### src/rtl/assert_macros.svh
// assertion helpers, compiled out for synthesis
`ifndef ASSERT_MACROS_SVH
`define ASSERT_MACROS_SVH

`ifndef SYNTHESIS

`define ASSERT_CLK(label, clk, rst_n, prop, msg) \
    label: assert property (@(posedge clk) disable iff (!rst_n) prop) else $error(msg);

`define ASSERT_NEVER(label, clk, rst_n, expr, msg) \
    label: assert property (@(posedge clk) disable iff (!rst_n) !(expr)) else $error(msg);

`else

`define ASSERT_CLK(label, clk, rst_n, prop, msg)

`define ASSERT_NEVER(label, clk, rst_n, expr, msg)

`endif

`endif

### src/rtl/bmf_pkg.sv
`timescale 1ns / 1ps

package bmf_pkg;

    localparam int CH_W      = 8;
    localparam int PIX_W     = 3 * CH_W;
    localparam int SUM_W     = 12;
    localparam int CFG_W     = 11;
    localparam int CFG_IDX_W = 1;

    localparam int DEF_MAX_WIDTH  = 1024;
    localparam int DEF_MAX_HEIGHT = 1024;
    localparam int DEF_WIDTH      = 640;
    localparam int DEF_HEIGHT     = 480;

    // floor(x / 9) for x below 2304 as (x * ceil(2^16 / 9)) >> 16
    localparam logic [12:0] DIV9_MUL   = 13'd7282;
    localparam int          DIV9_SHIFT = 16;
    localparam int          PROD_W     = SUM_W + 13;

    typedef enum logic [CFG_IDX_W-1:0] {
        REG_FRAME_WIDTH  = 1'b0,
        REG_FRAME_HEIGHT = 1'b1
    } cfg_reg_t;

    // position class of one item, known at accept time
    typedef struct packed {
        logic have;
        logic last;
        logic interior;
    } pos_info_t;

    function automatic logic [CH_W-1:0] div9(input logic [SUM_W-1:0] sum);
        logic [PROD_W-1:0] prod;
        prod = PROD_W'(sum) * PROD_W'(DIV9_MUL);
        return prod[DIV9_SHIFT +: CH_W];
    endfunction

endpackage

### src/rtl/bmf_pos.sv
`timescale 1ns / 1ps

module bmf_pos
    import bmf_pkg::*;
#(
    parameter int MAX_WIDTH  = DEF_MAX_WIDTH,
    parameter int MAX_HEIGHT = DEF_MAX_HEIGHT
) (
    input  logic                         clk,
    input  logic                         rst_n,
    input  logic                         cfg_write,
    input  logic [CFG_IDX_W-1:0]         cfg_index,
    input  logic [CFG_W-1:0]             cfg_data,
    input  logic                         advance,
    output logic [$clog2(MAX_WIDTH)-1:0] col,
    output pos_info_t                    info
);

    localparam int COL_W = $clog2(MAX_WIDTH);
    localparam int WID_W = $clog2(MAX_WIDTH + 1);
    localparam int HGT_W = $clog2(MAX_HEIGHT + 1);
    localparam int ROW_W = $clog2(MAX_HEIGHT + 2);
    localparam int WIDTH_RST  = (DEF_WIDTH > MAX_WIDTH) ? MAX_WIDTH : DEF_WIDTH;
    localparam int HEIGHT_RST = (DEF_HEIGHT > MAX_HEIGHT) ? MAX_HEIGHT : DEF_HEIGHT;

    logic [WID_W-1:0] width_reg, width_next;
    logic [HGT_W-1:0] height_reg, height_next;
    logic [COL_W-1:0] col_reg, col_next;
    logic [ROW_W-1:0] row_reg, row_next;
    logic [WID_W-1:0] width_clamped;
    logic [HGT_W-1:0] height_clamped;
    logic             col_zero;
    logic             row_done;

    always_comb
    begin
        if (cfg_data == '0)
        begin
            width_clamped  = WID_W'(1);
            height_clamped = HGT_W'(1);
        end
        else
        begin
            width_clamped  = (32'(cfg_data) > MAX_WIDTH) ? WID_W'(MAX_WIDTH)
                                                         : WID_W'(cfg_data);
            height_clamped = (32'(cfg_data) > MAX_HEIGHT) ? HGT_W'(MAX_HEIGHT)
                                                          : HGT_W'(cfg_data);
        end
    end

    assign col_zero = (col_reg == '0);
    assign row_done = ((WID_W'(col_reg) + WID_W'(1)) == width_reg);

    always_comb
    begin
        info.have     = (!col_zero && row_reg != '0) ||
                        (col_zero && row_reg >= ROW_W'(2));
        // the last pixel of a frame leaves on the first item of row height + 1
        info.last     = col_zero && (row_reg > ROW_W'(height_reg));
        info.interior = (row_reg >= ROW_W'(2)) && (row_reg < ROW_W'(height_reg)) &&
                        (col_reg >= COL_W'(2));
    end

    always_comb
    begin
        width_next  = width_reg;
        height_next = height_reg;
        col_next    = col_reg;
        row_next    = row_reg;
        if (cfg_write)
        begin
            unique case (cfg_reg_t'(cfg_index))
                REG_FRAME_WIDTH:  width_next  = width_clamped;
                REG_FRAME_HEIGHT: height_next = height_clamped;
                default:          width_next  = width_reg;
            endcase
            col_next = '0;
            row_next = '0;
        end
        else if (advance)
        begin
            if (info.last)
            begin
                col_next = '0;
                row_next = '0;
            end
            else if (row_done)
            begin
                col_next = '0;
                row_next = row_reg + ROW_W'(1);
            end
            else
            begin
                col_next = col_reg + COL_W'(1);
            end
        end
    end

    always_ff @(posedge clk or negedge rst_n)
    begin
        if (!rst_n)
        begin
            width_reg  <= WID_W'(WIDTH_RST);
            height_reg <= HGT_W'(HEIGHT_RST);
            col_reg    <= '0;
            row_reg    <= '0;
        end
        else
        begin
            width_reg  <= width_next;
            height_reg <= height_next;
            col_reg    <= col_next;
            row_reg    <= row_next;
        end
    end

    assign col = col_reg;

endmodule

### config.mk
export PLATFORM = sky130hd
export DESIGN_NAME = bmf_pos
export DESIGN_NICKNAME = d
export VERILOG_FILES = /design/src/rtl/assert_macros.svh /design/src/rtl/bmf_pkg.sv /design/src/rtl/bmf_pos.sv
export SDC_FILE = /design/constraint.sdc
export NUM_CORES = 1
export LEC_CHECK = 0
export BUFFER_PORTS_ARGS = -buffer_cell sky130_fd_sc_hd__buf_2
export CAP_MARGIN = 10
export CORE_MARGIN = 2
export CORE_UTILIZATION = 64
export DETAILED_ROUTE_END_ITERATION = 10
export PLACE_DENSITY = 0.85
export SYNTH_ARGS = -nofsm -noshare
export SYNTH_HDL_FRONTEND = slang
export SYNTH_SLANG_ARGS = --single-unit
### constraint.sdc
create_clock -name clk -period 4.2 [get_ports clk]
set_input_delay 0.63 -clock clk [delete_from_list [all_inputs] [get_ports clk]]
set_output_delay 0.63 -clock clk [all_outputs]
set_load 0.05 [all_outputs]
==> impl_metrics.csv <==
group,metric,value,unit
cts,insertion_delay,0.29,ns
critical_path,path_max_fanout,12,
critical_path,crit_path_end_kind,"primary output",
power,p_leak,1.412,nW
critical_path,cpLargestDelayFamily,"flip-flops",
global_route,grt_pass1_vias,2388,
synth,ys_top_cells_by_area,"dfrtp_1, ha_1, nand2_1, dfstp_2, o21ai_0",
layout,final_cell_mix,"nand2_1, dfrtp_1, buf_2",
synth,synth_cells,338,
floorplanning,die-area,0.005109,mm^2
synth,ys_types,52,
critical_path,reg2reg_from,"col[0]",
cts,root_buffer,"clkbuf_8",
synth,yosys.area.top_type,"dfrtp_1",
power,p_per_area,393.1,mW/mm^2
place,io_buffer_count,28,
place,dp_hpwl,4945,um
synth,postSynthAreaPerCell,8.621,um^2
route,drt-initial-drc-count,254,
global_route,grt_use_total,0.2777,
critical_path,cp.required,3.57,ns
critical_path,setup.worst_path.start,"row_reg[4]",
cts,post_cts_buffers,0,
route,wirelength,6718,um
floorplanning,die_h,71.48,um
cts,cts_num_sinks,43,
global_route,grt_max_degree,44,
critical_path,crit_chain,"ha_1 -> a21oi_1 -> o21ai_0 -> or3b_2 -> a31oi_1 -> buf_4 -> buf_2",
power,intPower,0.7514,mW
floorplanning,coreArea,0.004384,mm^2
route,wl_per_cell,16.51,um
global_route,antenna_found_initial,0,
power,power.share.sequential,0.439,
cts,cts_made_buffers,5,
place,finalWeightedCongestion,0.8831,
layout,fin_nets,387,
critical_path,slowest_delay,0.50,ns
critical_path,crit_buf_inv,2,
floorplanning,die_w,71.48,um
cts,cts_resized,0,
sta,skew,0.01132,ns
critical_path,startpoint_type,"flip-flop",
power,p_switching,0.4816,mW
layout,area_delta_synth_final,7.643,%
synth,synth.net_count,371,
route,ant_nets,0,
layout,num_antenna_cells,0,
sta,setup_tns,0,ns
sta,max_slew_margin,0.3854,
cts,cts_max_path_buffers,2,
sta,setup_viol,0,
power,p_clk_frac,0.220,
power,p_sw_frac,0.3906,
place,placed_cell_area,0.003045,mm^2
cts,cts_hold_buf,0,
floorplanning,rows,24,
sta,fin_crit_sh,0.7359,
critical_path,path_class,"reg -> out",
cts,clk_pin_slew_worst_paths,0.09,ns
power,ir_drop,0.2452,mV
run_status,outcome,"complete, no violations",
power,comb_power_share,0.340,
sta,grt_setup_unrepaired,"no",
sta,final.min_clock_period,3.091,ns
synth,synth_top_area_frac,0.3177,
route,drcViolationCount,0,
global_route,grt_pass1_wl,11240,um
route,first_pass_iters,5,
layout,layout-drive-gt1-share,0.1549,
critical_path,arrival,2.46,ns
run,cap_violations,0,
synth,yosysWarnings,0,
cts,cts_tree,"done",
sta,slew_violations,0,
global_route,grt.overflow.total,0,
critical_path,cp_slowest_cell,"dfrtp_1",
cts,cts_max_level,2,
sta,worst_pin_slew,0.9219,ns
min_path,hold_class,"in -> async",
floorplanning,start_util,0.6647,
synth,ys_ff_latch,43,
layout,stdcell_area,0.003137,mm^2
sta,hold_viol,0,
floorplanning,io_pins,29,
synth,synth_area,0.002914,mm^2
route,vias,2622,
synth,yosysSeqAreaShare,0.3718,
route,via_per_inst,6.442,
sta,fmax,0.3235,GHz
layout,final_common_cell,"nand2_1",
## synth_stat cells (all sizes together)
cell and count:
a211oi 3, a21o 1, a21oi 7, a221o 1
a22o 4, a31o 4, a31oi 10, a41o 1
and2 1, and3 6, and4 3, buf 9
clkbuf 13, dfrtp 37, dfstp 6, ha 17
inv 21, mux2 3, mux2i 3, nand2 46
nand2b 17, nand3 17, nand3b 4, nand4 11
nor2 13, nor2b 1, nor3 5, nor3b 2
nor4 7, nor4b 1, o2111ai 1, o211a 1
o211ai 5, o21ai 27, o22ai 1, o31ai 8
o41ai 1, or2 1, or3 1, or3b 2
or4 3, xnor2 9, xor2 4
## layer usage
layer / vias to the layer above / global-route usage / routed length, um
met5: - / 0 / 0
met4: 0 / 0.09224 / 97
met3: 12 / 0.04079 / 439
met2: 137 / 0.4403 / 3224
met1: 1228 / 0.3941 / 2956
li1: 1245 / - / -
## through the flow
stage | setup WS, ns | hold WS (ns) | power [mW] | util | cells
6_report | 1.109 | 0.4632 | 1.233 | 0.7155 | 407
2_1_floorplan | 1.030 | 0.3344 | 0.8452 | - | 338
5_1_grt | 0.9393 | 0.5096 | 1.304 | 0.7155 | 407
3_5_place_dp | 1.174 | 0.4755 | 0.9621 | 0.6946 | 399
4_1_cts | 1.119 | 0.4877 | 1.230 | 0.7155 | 407
3_3_place_gp | 1.264 | 0.4656 | 0.9389 | 0.6946 | 399
## cell families (layout without fill, tap and decap cells)
| group | count (synthesis) | count (layout) | share of synthesized area |
|---|---|---|---|
| flops | 43 | 43 | 0.3718 |
| simple gates | 141 | 141 | 0.2593 |
| buf+inv | 43 | 60 | 0.06011 |
| mux | 6 | 6 | 0.02190 |
| compound gates | 75 | 75 | 0.1722 |
| xor+xnor | 13 | 13 | 0.04165 |
| fa+ha+maj | 17 | 17 | 0.07299 |
## power by group through the flow
| stage | clock network [mW] | registers (mW) | logic, mW |
|---|---|---|---|
| after global placement | 0 | 0.541 | 0.398 |
| after CTS | 0.272 | 0.539 | 0.418 |
| after floorplan | 0 | 0.526 | 0.319 |
| after global routing | 0.291 | 0.548 | 0.466 |
| final | 0.272 | 0.542 | 0.420 |
| after detailed placement | 0 | 0.547 | 0.415 |
## worst paths after layout
kind / endpoint / slack, ns / cells past startpoint
setup / recovery: info[1] / 1.11 / 7
hold / removal: col[4] / 0.46 / 1
setup reg to reg: row_reg[4] / 1.12 / 8
hold reg to reg: height_reg[6] / 0.49 / 2
max in group asynchronous: width_reg[3] / 3.15 / 1
min in group clk: height_reg[6] / 0.49 / 2
## final cells by class
| class | instances | area, um^2 |
|---|---|---|
| clock buffers | 7 | 86.33 |
| clock inverters | 1 | 5.005 |
| fillers | 339 | 1247 |
| inverters | 21 | 78.83 |
| multi-input cells | 252 | 1655 |
| flip-flops and latches | 43 | 1084 |
| well taps | 52 | 65.06 |
| repair buffers | 31 | 162.7 |
Note: power is estimated with default switching activity, not from simulation.
