===== src/rtl/assert_macros.svh =====
// assertion helpers, compiled out for synthesis
`ifndef ASSERT_MACROS_SVH
`define ASSERT_MACROS_SVH

`ifndef SYNTHESIS

`define ASSERT_CLK(label, clk, rst_n, prop, msg) \
    label: assert property (@(posedge clk) disable iff (!rst_n) prop) else $error(msg);

`define ASSERT_NEVER(label, clk, rst_n, expr, msg) \
    label: assert property (@(posedge clk) disable iff (!rst_n) !(expr)) else $error(msg);

`else

`define ASSERT_CLK(label, clk, rst_n, prop, msg)

`define ASSERT_NEVER(label, clk, rst_n, expr, msg)

`endif

`endif


===== src/rtl/bmf_pkg.sv =====
`timescale 1ns / 1ps

package bmf_pkg;

    localparam int CH_W      = 8;
    localparam int PIX_W     = 3 * CH_W;
    localparam int SUM_W     = 12;
    localparam int CFG_W     = 11;
    localparam int CFG_IDX_W = 1;

    localparam int DEF_MAX_WIDTH  = 1024;
    localparam int DEF_MAX_HEIGHT = 1024;
    localparam int DEF_WIDTH      = 640;
    localparam int DEF_HEIGHT     = 480;

    // floor(x / 9) for x below 2304 as (x * ceil(2^16 / 9)) >> 16
    localparam logic [12:0] DIV9_MUL   = 13'd7282;
    localparam int          DIV9_SHIFT = 16;
    localparam int          PROD_W     = SUM_W + 13;

    typedef enum logic [CFG_IDX_W-1:0] {
        REG_FRAME_WIDTH  = 1'b0,
        REG_FRAME_HEIGHT = 1'b1
    } cfg_reg_t;

    // position class of one item, known at accept time
    typedef struct packed {
        logic have;
        logic last;
        logic interior;
    } pos_info_t;

    function automatic logic [CH_W-1:0] div9(input logic [SUM_W-1:0] sum);
        logic [PROD_W-1:0] prod;
        prod = PROD_W'(sum) * PROD_W'(DIV9_MUL);
        return prod[DIV9_SHIFT +: CH_W];
    endfunction

endpackage


===== src/rtl/bmf_window.sv =====
`timescale 1ns / 1ps

module bmf_window
    import bmf_pkg::*;
(
    input  logic             clk,
    input  logic             rst_n,
    input  logic             shift_en,
    input  logic [PIX_W-1:0] top_pix,
    input  logic [PIX_W-1:0] mid_pix,
    input  logic [PIX_W-1:0] bot_pix,
    output logic [PIX_W-1:0] mean_pix,
    output logic [PIX_W-1:0] center_pix
);

    // index row*3+col, row 0 oldest line, col 2 newest column
    logic [PIX_W-1:0] win_reg [9];

    always_ff @(posedge clk or negedge rst_n)
    begin
        if (!rst_n)
        begin
            for (int i = 0; i < 9; i++)
            begin
                win_reg[i] <= '0;
            end
        end
        else if (shift_en)
        begin
            win_reg[0] <= win_reg[1];
            win_reg[1] <= win_reg[2];
            win_reg[2] <= top_pix;
            win_reg[3] <= win_reg[4];
            win_reg[4] <= win_reg[5];
            win_reg[5] <= mid_pix;
            win_reg[6] <= win_reg[7];
            win_reg[7] <= win_reg[8];
            win_reg[8] <= bot_pix;
        end
    end

    // the mean covers the window after this shift
    always_comb
    begin
        logic [SUM_W-1:0] s_top;
        logic [SUM_W-1:0] s_mid;
        logic [SUM_W-1:0] s_bot;
        for (int ch = 0; ch < 3; ch++)
        begin
            s_top = SUM_W'(win_reg[1][ch*CH_W +: CH_W]) +
                    SUM_W'(win_reg[2][ch*CH_W +: CH_W]) +
                    SUM_W'(top_pix[ch*CH_W +: CH_W]);
            s_mid = SUM_W'(win_reg[4][ch*CH_W +: CH_W]) +
                    SUM_W'(win_reg[5][ch*CH_W +: CH_W]) +
                    SUM_W'(mid_pix[ch*CH_W +: CH_W]);
            s_bot = SUM_W'(win_reg[7][ch*CH_W +: CH_W]) +
                    SUM_W'(win_reg[8][ch*CH_W +: CH_W]) +
                    SUM_W'(bot_pix[ch*CH_W +: CH_W]);
            mean_pix[ch*CH_W +: CH_W] = div9(s_top + s_mid + s_bot);
        end
    end

    assign center_pix = win_reg[5];

endmodule


===== config.mk =====
export PLATFORM = sky130hd
export DESIGN_NAME = bmf_window
export DESIGN_NICKNAME = d
export VERILOG_FILES = /design/src/rtl/assert_macros.svh /design/src/rtl/bmf_pkg.sv /design/src/rtl/bmf_window.sv
export SDC_FILE = /design/constraint.sdc
export NUM_CORES = 1
export LEC_CHECK = 0
export BUFFER_PORTS_ARGS = -buffer_cell sky130_fd_sc_hd__buf_4
export CAP_MARGIN = 20
export CORE_AREA = 2 2 244 246
export DETAILED_ROUTE_END_ITERATION = 6
export DIE_AREA = 0 0 246 248
export PLACE_DENSITY = 0.55
export SKIP_LAST_GASP = 1
export SYNTH_ARGS = -nofsm -noshare
export SYNTH_HDL_FRONTEND = slang
export SYNTH_SLANG_ARGS = --single-unit
export TNS_END_PERCENT = 5

===== constraint.sdc =====
create_clock -name clk -period 8.55 [get_ports clk]
set_input_delay 0.855 -clock clk [delete_from_list [all_inputs] [get_ports clk]]
set_output_delay 0.855 -clock clk [all_outputs]
set_load 0.02 [all_outputs]

==> flow_metrics.env, run 1 <==
export IMPL_netlist_area_sq_um=17300
export IMPL_post_drt_wl_per_cell_um=13.3
export IMPL_place_gp_congestion=0.858
export IMPL_wl_met3_um=1450
export IMPL_dp_hpwl_um=30900
export IMPL_drt_iter0_drc=386
export IMPL_ff2ff_setup_slack_ns=7.62
export IMPL_reg2reg_to="win_reg[117]"
export IMPL_largest_reg_flops=120
export IMPL_ios=123
export IMPL_insertion_delay_ns=0.44
export IMPL_path_class="in2out"
export IMPL_rsz0062_at_grt="true"
export IMPL_antenna_found_initial=5
export IMPL_synth_top_area_share_pct=27.1
export IMPL_syn_area_per_cell_sq_um=10.7
export IMPL_htreeDepth=4
export IMPL_finClkSkew_ns=0.00757
export IMPL_slew_headroom_pct=37.1
export IMPL_dpl_cell_count=2664
export IMPL_yosysSeqAreaShare_pct=20.8
export IMPL_cpLargestDelayFamily="adder cells"
export IMPL_ys_flop_type="dfrtp_1"
export IMPL_via_count=11600
export IMPL_dieArea_sq_um=61000
export IMPL_syn_num_nets=2163
export IMPL_core_area_sq_um=58500
export IMPL_wl_met2_um=17300
export IMPL_cp_slowest_cell="fa_1"
export IMPL_die_w_um=246
export IMPL_synth_top_cells_by_count="434 x inv_1, 241 x ha_1, 234 x fa_1, 144 x dfrtp_1, 135 x mux2_2"
export IMPL_crit_path_start_kind="primary input"
export IMPL_drv_slew=0
export IMPL_cp_common_cell="fa_1"
export IMPL_fillers=5800
export IMPL_cts_sinks=144
export IMPL_via_per_inst=4.28
export IMPL_cts_inserted_buffers=17
export IMPL_drv_cap=0
export IMPL_port_buffers=122
export IMPL_yosysUniqueCellTypes=62
export IMPL_die_h_um=248
export IMPL_synth_edf_count=0
export IMPL_grt_pass1_vias=12900
export IMPL_fmax_ghz=0.110
export IMPL_setup_violations_final=24
export IMPL_violations="setup timing"
export IMPL_grt_usage_pct=12.8
export IMPL_drt_pass1_iter_count=4
export IMPL_rr_worst_depth=2
export IMPL_critical_path_max_fanout=6
export IMPL_finalNetCount=2467
export IMPL_worst_pin_slew_ns=0.943
export IMPL_top_layer="met5"
export IMPL_synth_seq_cells=144
export IMPL_wirelength_um=35800
export IMPL_synth_warnings=0
export IMPL_worst_slack_ns=-0.515
export IMPL_yosys_top_cells_area="fa_1 27%, dfrtp_1 21%, ha_1 17%"
export IMPL_cp_end_kind="primary output"
export IMPL_hold_class="in2async"
export IMPL_synth_area_leader_cell="fa_1"
export IMPL_rows=89
export IMPL_path_depth=33
export IMPL_path_buf_inv=10
export IMPL_critical_path_arrival_ns=8.21
export IMPL_final_hold_violation_count=0
export IMPL_yosysMostFrequentCell="inv_1"
export IMPL_area_growth_pct=24.2
export IMPL_cts_tree="yes"
export IMPL_root_buffer="clkbuf_16"
export IMPL_period_share_pct=106
export IMPL_path_clk_slew_ns=0.06
export IMPL_cts_buffer_depth=2
export IMPL_syn_inst=1613
export IMPL_status="finished, violations left"
export IMPL_regToRegStartpoint="center_pix[21]"
export IMPL_final_layout_size_suffix_gt1_share_pct=30.5
export IMPL_wl_met1_um=16500
export IMPL_critPathCapture="mean_pix[23]"
export IMPL_start_util_pct=29.6
export IMPL_worstPathRequired_ns=7.70
export IMPL_slowest_delay_ns=0.52
export IMPL_drt_antenna_violating_nets=0
export IMPL_synth_async_reset_ratio_pct=100
export IMPL_grt_max_degree=84
export IMPL_min_period_ns=9.07
export IMPL_grt_pass1_wl_um=62800
export IMPL_drcViolationCount=0
export IMPL_startpoint="top_pix[18]"
export IMPL_fin_cells=2704
export IMPL_overflow=0
-- metrics by stage --
step / hold slack [ns] / util (%) / area (sq um) / worst slack (ns) / setup TNS (ns)
global placement: 0.463 / 35.4 / 20700 / -0.604 / -10.99
global route: 0.461 / 36.8 / 21500 / -0.871 / -18.47
detailed placement: 0.476 / 35.4 / 20700 / -0.750 / -12.83
finish: 0.414 / 36.8 / 21500 / -0.515 / -9.17
CTS: 0.428 / 36.6 / 21400 / -0.535 / -10.59
floorplan: 0.450 / - / 17600 / -0.0905 / -0.896
-- cells by family (layout without fill, tap and decap cells) --
| group | Yosys count | count (layout) | synth area share [%] |
|---|---|---|---|
| buffers and inverters | 481 | 798 | 11.0 |
| flip-flops | 144 | 144 | 20.8 |
| adder cells (fa/ha/maj) | 475 | 475 | 44.5 |
| multiplexers | 138 | 138 | 8.95 |
| AO/OA/AOI/OAI | 179 | 179 | 7.34 |
| XOR/XNOR | 72 | 72 | 3.99 |
| other | 0 | 1 | 0 |
| AND/OR/NAND/NOR | 124 | 124 | 3.40 |
-- routing by layer --
metal	up-vias	track usage [%]
met5	-	0
met4	8	3.37
met3	33	2.68
met2	117	22.0
met1	5733	16.3
li1	5685	-
-- repair_timing --
| item | 4_1_cts | 5_1_grt |
|---|---|---|
| pin swaps | 11 | 9 |
| setup endpoints to repair | 24 | 24 |
| buffers inserted | 7 | 0 |
| gates resized for setup | 12 | 18 |
| hold buffers | 0 | 0 |
-- cells in the final DEF (no fill, tap or decap), types with 4 or more instances in the layout --
cell type / count
nand2_1: 31
nor2b_1: 5
o21ai_0: 24
o21bai_1: 5
and3_1: 6
nand3_1: 4
fa_1: 228
a211oi_1: 5
clkbuf_16: 17
o21ai_1: 7
xnor2_2: 13
buf_4: 329
nor3_1: 6
a21oi_2: 9
nor2_1: 40
ha_2: 4
nand4_1: 9
o211ai_1: 7
and2_1: 5
inv_1: 430
xnor2_1: 35
clkinv_4: 4
a21o_1: 25
mux2_2: 135
dfrtp_1: 144
a21oi_1: 41
clkinvlp_4: 5
inv_2: 4
fa_2: 6
ha_1: 226
o21a_1: 8
nand2b_1: 4
a211oi_2: 8
xor2_1: 21
nor2_2: 6
ha_4: 11
-- how the worst min path moves through the flow --
stage                           from        endpoint  cells past startpoint
final                          rst_n    win_reg[111]                      1
after global routing           rst_n     win_reg[14]                      1
after CTS                      rst_n  center_pix[15]                      1
after detailed placement  win_reg[6]     win_reg[30]                      2
after global placement    win_reg[6]     win_reg[30]                      2
after floorplan           win_reg[2]     win_reg[26]                      2
-- area by class of cell --
class | instances | area (sq um) | share of cell area [%]
Multi-Input combinational cell | 988 | 12200 | 56.8
Sequential cell | 144 | 3600 | 16.8
Timing Repair Buffer | 331 | 2490 | 11.6
Inverter | 435 | 1640 | 7.63
Tap cell | 773 | 967 | 4.50
Clock buffer | 20 | 447 | 2.08
Clock inverter | 12 | 138 | 0.640
Antenna cell | 1 | 2.50 | 0.0116
Power of run 1 is not shown: default switching activity piles up to over one toggle a cycle in this logic, so the estimate is an artifact.
==> run 2, diff against run 1 <==
Settings changed: CTS_BUF_LIST from default to sky130_fd_sc_hd__clkbuf_8.
==> flow_metrics.env, run 2 (synthesis gave the netlist of run 1 again) <==
export IMPL_ctsHoldBuffers=0
export IMPL_regToRegStartpoint="center_pix[21]"
export IMPL_rr_worst_depth=2
export IMPL_cts_buffer_depth=2
export IMPL_dieArea_sq_um=61000
export IMPL_grt_max_degree=84
export IMPL_critical_path_arrival_ns=8.21
export IMPL_post_route_util_pct=36.5
export IMPL_grt_usage_pct=12.8
export IMPL_overflow=0
export IMPL_via_count=11600
export IMPL_worstPathRequired_ns=7.70
export IMPL_worst_pin_slew_ns=0.948
export IMPL_fmax_ghz=0.110
export IMPL_drt_pass1_iter_count=4
export IMPL_drv_cap=0
export IMPL_die_h_um=248
export IMPL_place_gp_congestion=0.858
export IMPL_area_growth_pct=23.1
export IMPL_crit_path_start_kind="primary input"
export IMPL_violations="setup timing"
export IMPL_wirelength_um=35800
export IMPL_hold_class="in2async"
export IMPL_core_area_sq_um=58500
export IMPL_dp_hpwl_um=30900
export IMPL_cts_inserted_buffers=17
export IMPL_finalNetCount=2468
export IMPL_drt_iter0_drc=377
export IMPL_grt_pass1_wl_um=62900
export IMPL_port_buffers=122
export IMPL_drcViolationCount=0
export IMPL_min_period_ns=9.06
export IMPL_grt_pass1_vias=12900
export IMPL_final_common_cell="inv_1"
export IMPL_insertion_delay_ns=0.49
export IMPL_root_buffer="clkbuf_8"
export IMPL_period_share_pct=106
export IMPL_worst_hold_slack_ns=0.362
export IMPL_post_drt_wl_per_cell_um=13.2
export IMPL_pre_cts_ws_ns=-0.750
export IMPL_start_util_pct=29.6
export IMPL_rsz0062_at_grt="true"
export IMPL_setup_violations_final=24
export IMPL_antenna_found_initial=6
export IMPL_die_w_um=246
export IMPL_reg2reg_to="win_reg[117]"
export IMPL_slowest_delay_ns=0.52
export IMPL_path_clk_slew_ns=0.09
export IMPL_drt_antenna_violating_nets=0
export IMPL_cp_slowest_cell="fa_1"
export IMPL_status="finished, violations left"
export IMPL_mostFrequentLayoutCells="432 x inv_1, 330 x buf_4, 228 x fa_1"
export IMPL_cts_sinks=144
export IMPL_startpoint="top_pix[18]"
export IMPL_cp_common_cell="fa_1"
export IMPL_path_class="in2out"
export IMPL_final_layout_size_suffix_gt1_share_pct=30.7
export IMPL_ios=123
export IMPL_cts_tree="yes"
export IMPL_cp_end_kind="primary output"
export IMPL_ff2ff_setup_slack_ns=7.61
export IMPL_via_per_inst=4.27
export IMPL_largest_reg_flops=120
export IMPL_rows=89
export IMPL_slew_headroom_pct=36.8
export IMPL_final_hold_violation_count=0
export IMPL_worst_slack_ns=-0.512
export IMPL_finClkSkew_ns=0.00977
export IMPL_htreeDepth=4
export IMPL_critical_path_max_fanout=6
export IMPL_drv_slew=0
[run 2: changes by cell type in the layout (fill, tap and decap cells not counted)]
cell	previous run	this run
buf_4	329	330
dfrtp_2	0	2
clkbuf_16	17	0
dfrtp_1	144	142
inv_1	430	432
clkbuf_1	2	0
diode_2	1	2
clkbuf_8	1	18
[run 2: how the worst max path moves through the flow]
stage | endpoint | slack [ns] | cells past startpoint
after global routing | mean_pix[0] | -0.88 | 32
after global placement | mean_pix[7] | -0.60 | 30
final | mean_pix[23] | -0.51 | 33
after CTS | mean_pix[15] | -0.53 | 33
after detailed placement | mean_pix[7] | -0.75 | 30
after floorplan | mean_pix[15] | -0.09 | 30
[run 2: critical path: cells and delay by family]
kind                     cells  cell delay [ns]
adder cells (fa/ha/maj)     12             4.71
buffers and inverters       10             0.83
AND/OR/NAND/NOR              1             0.09
AO/OA/AOI/OAI               10             1.72
[run 2: metal layers]
metal  track usage [%]  share of wire [%]
met5                 0               0.17
met4              3.21                1.4
met1              16.3                 46
met2              22.0                 48
met3              2.69                4.0
[run 2: cell type report]
type / count / area [sq um]
antenna: 2 / 5.00
clock buffer: 18 / 248
clock inverter: 14 / 145
fill: 5819 / 37100
inverter: 435 / 1640
multi-input combinational: 988 / 12200
sequential: 144 / 3610
tap: 773 / 967
timing repair buffer: 332 / 2500
[run 2: timing repair]
| item | in CTS | in global routing |
|---|---|---|
| gates resized for setup | 16 | 16 |
| endpoints found under the setup margin | 24 | 24 |
| setup buffers | 7 | 1 |
| cloned | 0 | 0 |
| pin swaps | 13 | 11 |
[run 2: stage by stage]
stage,setup TNS (ns),area (sq um),cells
2_1_floorplan,-0.896,17600,1613
3_3_place_gp,-10.99,20700,2664
3_5_place_dp,-12.83,20700,2664
4_1_cts,-10.36,21200,2703
5_1_grt,-18.67,21300,2705
6_report,-9.08,21300,2706
Power of run 2 is left out for the same reason.
==> run 3, diff against run 2 <==
Settings changed: CELL_PAD_IN_SITES_DETAIL_PLACEMENT from default to 1, CELL_PAD_IN_SITES_GLOBAL_PLACEMENT from default to 2, CORE_AREA 2 2 244 246 to 2 2 291 206, DIE_AREA 0 0 246 248 to 0 0 293 208, PLACE_DENSITY 0.55 to 0.72.
==> flow_metrics.env, run 3 (synthesis gave the netlist of run 1 again) <==
export IMPL_final_layout_size_suffix_gt1_share_pct=33.5
export IMPL_finClkSkew_ns=0.0184
export IMPL_fillers=6458
export IMPL_drt_iter0_drc=284
export IMPL_cts_sinks=144
export IMPL_drt_antenna_violating_nets=0
export IMPL_dpl_cell_area_sq_um=21000
export IMPL_dieArea_sq_um=60900
export IMPL_port_buffers=122
export IMPL_antenna_found_initial=0
export IMPL_slowest_delay_ns=0.53
export IMPL_violations="setup timing"
export IMPL_overflow=0
export IMPL_grt_usage_pct=14.3
export IMPL_grt_pass1_wl_um=70400
export IMPL_crit_path_start_kind="primary input"
export IMPL_die_w_um=293
export IMPL_worst_hold_slack_ns=0.292
export IMPL_die_h_um=208
export IMPL_area_growth_pct=26.3
export IMPL_cts_tree="yes"
export IMPL_period_share_pct=107
export IMPL_insertion_delay_ns=0.50
export IMPL_mostFrequentLayoutCells="425 x inv_1, 370 x buf_4, 228 x fa_1"
export IMPL_critical_path_max_fanout=6
export IMPL_htreeDepth=4
export IMPL_slew_headroom_pct=29.9
export IMPL_ctsHoldBuffers=0
export IMPL_rows=74
export IMPL_root_buffer="clkbuf_8"
export IMPL_post_drt_wl_per_cell_um=15.2
export IMPL_start_util_pct=29.8
export IMPL_ios=123
export IMPL_cp_end_kind="primary output"
export IMPL_core_area_sq_um=58100
export IMPL_final_hold_violation_count=0
export IMPL_drv_slew=0
export IMPL_rr_worst_depth=2
export IMPL_wirelength_um=41600
export IMPL_cp_common_cell="inv_1"
export IMPL_grt_max_degree=81
export IMPL_rsz0062_at_grt="true"
export IMPL_hold_class="in2async"
export IMPL_cp_slowest_cell="fa_1"
export IMPL_finalNetCount=2511
export IMPL_path_clk_slew_ns=0.08
export IMPL_design_area_sq_um=21900
export IMPL_min_period_ns=9.12
export IMPL_via_per_inst=4.40
export IMPL_multi_input_area_sq_um=12400
export IMPL_grt_pass1_vias=13700
export IMPL_largest_reg_flops=120
export IMPL_pre_cts_ws_ns=-0.821
export IMPL_dp_hpwl_um=36000
export IMPL_via_count=12000
export IMPL_seqCellArea_sq_um=3600
export IMPL_worst_pin_slew_ns=1.05
export IMPL_final_common_cell="inv_1"
export IMPL_drcViolationCount=0
export IMPL_fmax_ghz=0.110
export IMPL_cts_buffer_depth=2
export IMPL_worstPathRequired_ns=7.70
export IMPL_drt_pass1_iter_count=4
export IMPL_cts_inserted_buffers=17
export IMPL_setup_violations_final=24
export IMPL_status="finished, violations left"
export IMPL_critical_path_arrival_ns=8.27
export IMPL_drv_cap=0
export IMPL_worst_slack_ns=-0.570
export IMPL_path_class="in2out"
export IMPL_place_gp_congestion=0.812
## run 3: layout make-up
type                    instances  share of cell area (%)
repair buffers                375                    13.0
diodes                          1                  0.0114
inverters                     435                    7.50
well taps                     760                    4.35
flip-flops and latches        144                    16.5
clock buffers                  17                    1.07
clock inverters                15                   0.835
multi-input cells             988                    56.8
## run 3: final timing paths
check	from	endpoint	slack (ns)
hold / removal	rst_n	win_reg[46]	0.29
setup reg to reg	center_pix[18]	win_reg[114]	7.58
min in group clk	win_reg[6]	win_reg[30]	0.49
max in group asynchronous	rst_n	win_reg[158]	6.95
setup / recovery	top_pix[3]	mean_pix[7]	-0.57
hold reg to reg	win_reg[6]	win_reg[30]	0.49
## run 3: routing by layer
layer / global-route usage (%) / share of wire, % / vias up
met3: 2.23 / 2.5 / 29
met1: 19.5 / 47 / 6114
li1: - / - / 5785
met4: 2.37 / 0.89 / 0
met5: 0 / 0 / -
met2: 24.2 / 50 / 116
## run 3: repair_timing
| action | CTS | global route |
|---|---|---|
| setup buffers | 9 | 5 |
| pin swaps | 50 | 25 |
| endpoints found under the setup margin | 24 | 24 |
| gates resized for setup | 53 | 15 |
## run 3: through the flow
| step | instances | utilization (%) | TNS, ns |
|---|---|---|---|
| after floorplan | 1613 | - | -0.896 |
| after global placement | 2688 | 36.1 | -12.78 |
| after detailed placement | 2688 | 36.1 | -14.45 |
| after CTS | 2729 | 37.5 | -11.58 |
| after global routing | 2734 | 37.7 | -19.17 |
| final | 2735 | 37.7 | -10.60 |
## run 3: worst max-delay path: cells and delay by family
kind | cells | cell delay [ns]
buffers and inverters | 11 | 0.97
AO/OA/AOI/OAI | 10 | 1.90
adder cells (fa/ha/maj) | 11 | 4.26
AND/OR/NAND/NOR | 2 | 0.26
Power of run 3 is left out for the same reason.
